===== src/design/plst_pkg.sv =====
`timescale 1ns / 1ps
// ----------------------------------------------------------------------------
// plst_pkg: shared types and constants of the positional list store
// operation and status codes, field widths and the per-cell command bundle
// ----------------------------------------------------------------------------
package plst_pkg;

	localparam int MODE_W = 2;
	localparam int POS_W  = 7;
	localparam int WORD_W = 32;
	localparam int STAT_W = 2;
	localparam int LEN_W  = 7;

	localparam int CAPACITY_DEF   = 64;
	localparam int DATA_WIDTH_DEF = 32;

	// widest cell index over the supported capacity range (up to 1024)
	localparam int CAPACITY_MAX = 1024;
	localparam int IDX_W        = $clog2(CAPACITY_MAX + 1);

	localparam logic [MODE_W-1:0] MODE_INSERT = 2'd0;
	localparam logic [MODE_W-1:0] MODE_DELETE = 2'd1;
	localparam logic [MODE_W-1:0] MODE_READ   = 2'd2;

	localparam logic [STAT_W-1:0] ST_OK    = 2'd0;
	localparam logic [STAT_W-1:0] ST_RANGE = 2'd1;
	localparam logic [STAT_W-1:0] ST_FULL  = 2'd2;

	// broadcast to every cell for one operation
	typedef struct packed {
		logic             ins;
		logic             del;
		logic             rd;
		logic [IDX_W-1:0] pos_idx;
		logic [IDX_W-1:0] cnt;
	} cell_cmd_t;

endpackage


===== src/design/plst_cell.sv =====
`timescale 1ns / 1ps
// ----------------------------------------------------------------------------
// plst_cell: one list entry
// holds a word, loads the new value, or takes the word of its lower or
// upper neighbor when the list opens or closes a gap
// ----------------------------------------------------------------------------
module plst_cell #(
	parameter int DATA_WIDTH = plst_pkg::DATA_WIDTH_DEF,
	parameter int IDX        = 0
) (
	input  logic                      clk,
	input  plst_pkg::cell_cmd_t       cmd,
	input  logic [DATA_WIDTH-1:0]     value_in,
	input  logic [DATA_WIDTH-1:0]     lower_data,
	input  logic [DATA_WIDTH-1:0]     upper_data,
	output logic [DATA_WIDTH-1:0]     data_q,
	output logic [DATA_WIDTH-1:0]     rd_data
);
	import plst_pkg::*;

	localparam logic [IDX_W-1:0] MY_IDX  = IDX_W'(IDX);
	localparam logic [IDX_W-1:0] MY_IDX1 = IDX_W'(IDX + 1);

	logic hit;
	logic take_lower;
	logic take_upper;

	assign hit        = (MY_IDX == cmd.pos_idx);
	assign take_lower = cmd.ins && (MY_IDX > cmd.pos_idx) && (MY_IDX <= cmd.cnt);
	assign take_upper = cmd.del && (MY_IDX >= cmd.pos_idx) && (MY_IDX1 < cmd.cnt);

	always_ff @(posedge clk) begin
		if (cmd.ins && hit) begin
			data_q <= value_in;
		end else if (take_lower) begin
			data_q <= lower_data;
		end else if (take_upper) begin
			data_q <= upper_data;
		end
	end

	// gated onto the shared read bus only at the addressed place
	assign rd_data = (cmd.rd && hit) ? data_q : '0;

endmodule


===== config.mk =====
export PLATFORM = sky130hd
export DESIGN_NAME = plst_cell
export DESIGN_NICKNAME = d
export VERILOG_FILES = /design/src/design/plst_pkg.sv /design/src/design/plst_cell.sv
export SDC_FILE = /design/constraint.sdc
export NUM_CORES = 1
export LEC_CHECK = 0
export ABC_AREA = 0
export BUFFER_PORTS_ARGS = -buffer_cell sky130_fd_sc_hd__buf_2
export CAP_MARGIN = 20
export CORE_ASPECT_RATIO = 0.6
export CORE_MARGIN = 3
export CORE_UTILIZATION = 35
export DETAILED_ROUTE_END_ITERATION = 10
export GPL_TIMING_DRIVEN = 0
export PLACE_DENSITY = 0.92
export SETUP_SLACK_MARGIN = 0.3
export SKIP_CTS_REPAIR_TIMING = 1
export SLEW_MARGIN = 20
export SYNTH_ARGS = -nofsm -noshare
export SYNTH_HDL_FRONTEND = slang
export SYNTH_SLANG_ARGS = --single-unit
export TNS_END_PERCENT = 10

===== constraint.sdc =====
create_clock -name clk -period 5.4 [get_ports clk]
set_input_delay 0.54 -clock clk [delete_from_list [all_inputs] [get_ports clk]]
set_output_delay 0.54 -clock clk [all_outputs]
set_load 0.1 [all_outputs]

==> key figures <==
Synth
  • Post-synth ARST share: 0%
  • Post-synth top flop: edfxtp_1
  • Post-synth design cell area: 1770 µm²
  • Dominant cell type by area after synthesis: edfxtp_1
  • Post-synthesis mux area share: 26.8%
  • Largest family of logic cells by synthesized area: multiplexers
  • Adder and majority gate portion of the synthesized area: 0%
  • Unique cell type count in the Yosys netlist: 14
  • Synthesis-stage register bit count: 32
  • Fraction of the mapped netlist area in simple logic gates: 15.8%
  • Sequential fraction of the synthesis area: 54.4%
  • Post-Syn Nets: 235
  • EDFF count, synth: 32
  • Synth Area in XOR/XNOR: 0%
  • Synth Warn #: 0
  • Share of the synthesized area in the top cell type: 54.4%
  • Synth Area in Compound Gates: 0.496%
  • Cells after Synth: 113
  • Syn_area_per_cell: 15.6 µm²
  • Area contributors post-synth: edfxtp_1 54%, mux2_4 25%, and2_1 11%, buf_6 1.9%, nor4_2 1.4%

Status
  • Outcome: finished, final reports clean

Detailed routing
  • Antenna Nets Post-Route: 0
  • Total Wirelength: 4.75 mm
  • 1st-iter DRT viols: 20
  • DRT Pass-1 Iters: 4
  • Via Count: 1543
  • Drt drc: 0
  • Detail-routed net length per standard cell: 14.1 µm
  • Drt via density: 4.57

Timing
  • RSZ-0062 raised after global routing: false
  • Slew headroom: 67.1%
  • Setup TNS: 0 ns
  • WHS: 0.565 ns
  • Pins Over Slew Limit: 0
  • Final Cycle Share: 54.9%
  • Tmin final: 2.97 ns
  • Worst-margin pin slew: 0.496 ns
  • Max Freq: 337 MHz
  • Final Hold Vio Count: 0
  • Finish-stage setup viols: 0

Cells and area
  • FF+latch area: 961 µm²
  • Biggest regs: data_q: 32 flops
  • Area taken by multi-input logic gates: 778 µm²
  • Max reg flops: 32
  • # nets final: 396
  • Reg with most FFs: data_q
  • Layout cells sized above 1: 72.7%
  • Diode count: 0
  • Syn-to-layout area delta: 56.0%
  • Final non-filler cell total: 338
  • Fill count: 409

Placement
  • GPL Wtd Cong: 0.850
  • Port Buf Inserts: 152
  • Post-DP HPWL: 4.05 mm
  • Placed cells: 330

CTS
  • CTS tree: done
  • Num Clock Sinks: 32
  • Clock root buffer: clkbuf_8
  • Clock transition at the registers of the reported paths: 0.07 ns
  • Clock Tree Buf Depth: 2
  • Total CTS buffers: 5
  • H-Tree Depth: 2

Floorplan
  • DIE HEIGHT: 61.0 µm
  • Die extent in x: 97.7 µm
  • Io pins: 186
  • Die ar.: 5960 µm²
  • Starting Density: 37.5%
  • # rows: 19
  • Core Region: 4710 µm²

Global route
  • Vias in the first global route: 1533
  • GRT overflow: 0
  • Initial antenna violation count: 0
  • Largest net degree at the start of global routing: 16
  • Total track usage: 15.6%
  • First-pass GRT wire length: 7.20 mm

Pwr
  • Pwr Total: 0.000544 W
  • Reg power frac: 50.2%
  • Pint: 0.000446 W
  • Leakage power: 1.45 nW
  • Logic pwr share: 10.0%
  • Sw frac: 18.1%
  • Clock share of power: 39.8%
  • NetSw: 0.0000987 W
  • Cell Pwr Density: 198 nW/µm²
  • Worst VDD drop: 0.0915 mV

Critical path
  • Crit path launch: cmd[16]
  • Slowest library cell on the worst path: nor4_2
  • Crit path DAT: 2.43 ns
  • CP Capture Type: output pin
  • CP max stage delay: 0.45 ns
  • Crit path max fanout: 10
  • Crit Path Category: primary input to output pin
  • Startpoint Class: primary input
  • Critical Path, Cell by Cell: buf_2, nor4_2, and4_2, clkbuf_1, and2_1, buf_2
  • Worst EP required: 4.86 ns
  • CP most frequent cell: buf_2
  • Critical Path Sink: rd_data[1]

Min path
  • Hold Crit Class: primary input to register
  • WHS Path Cells: 2

Job
  • MaxCap Viol Count: 0
-- critical path: cells and delay by family --
kind          cells  cell delay, ns
buf+inv           3            0.86
simple gates      3            1.03
-- Yosys cell counts (2+ instances only) --
master,count
nor4_2,2
and2_1,32
mux2_4,30
buf_6,3
edfxtp_1,32
nor4_1,2
mux2_2,2
clkbuf_1,3
nor3_1,2
-- how the worst min path moves through the flow --
stage,endpoint,start,slack (ns)
5_1_grt,data_q[27],upper_data[27],0.55
2_1_floorplan,data_q[10],upper_data[10],0.76
3_5_place_dp,data_q[27],upper_data[27],0.84
6_report,data_q[30],value_in[30],0.56
3_3_place_gp,data_q[13],value_in[13],0.84
4_1_cts,data_q[18],upper_data[18],0.55
-- area by class of cell --
type	count	share of cell area, %
Multi-Input combinational cell	75	28.2
Timing Repair Buffer	154	28.6
Tap cell	63	2.86
Buffer	6	1.63
Sequential cell	32	34.9
Clock inverter	3	1.36
Clock buffer	5	2.50
-- metal layers --
layer	track usage, %	part of all wire, %
met5	0	0
met4	2.96	0.23
met3	4.98	8.5
met2	27.8	49
met1	19.4	42
-- cells by family after synthesis --
kind of cell | count (synthesis)
buf+inv | 6
simple gates | 42
flops | 32
compound gates | 1
mux | 32
-- power groups by stage --
stage	Sequential [W]	Clock [W]	Combinational, W
6_report	0.000273	0.000217	0.0000544
3_3_place_gp	0.000279	0	0.0000521
3_5_place_dp	0.000279	0	0.0000551
5_1_grt	0.000273	0.000236	0.0000596
4_1_cts	0.000273	0.000223	0.0000552
2_1_floorplan	0.000279	0	0.0000193
-- layout by cell type (no fill, tap or decap) --
cell type,n
buf_2,152
and2_1,32
edfxtp_1,32
mux2_4,30
clkbuf_8,5
buf_6,4
clkbuf_1,3
nor4_2,2
nor3_1,2
mux2_2,2
nor4_1,2
clkinv_1,2
nand4_2,1
and4_2,1
nor2_1,1
nand3_1,1
a311oi_4,1
bufinv_16,1
buf_8,1
-- metrics by stage --
stage	area, µm²	worst slack, ns	util, %
floorplan	1770	1.42	-
global placement	2610	0.284	55.4
detailed placement	2650	2.42	56.3
CTS	2760	2.41	58.6
global route	2760	2.31	58.6
finish	2760	2.43	58.6
Note: power is estimated with default switching activity, not from simulation.
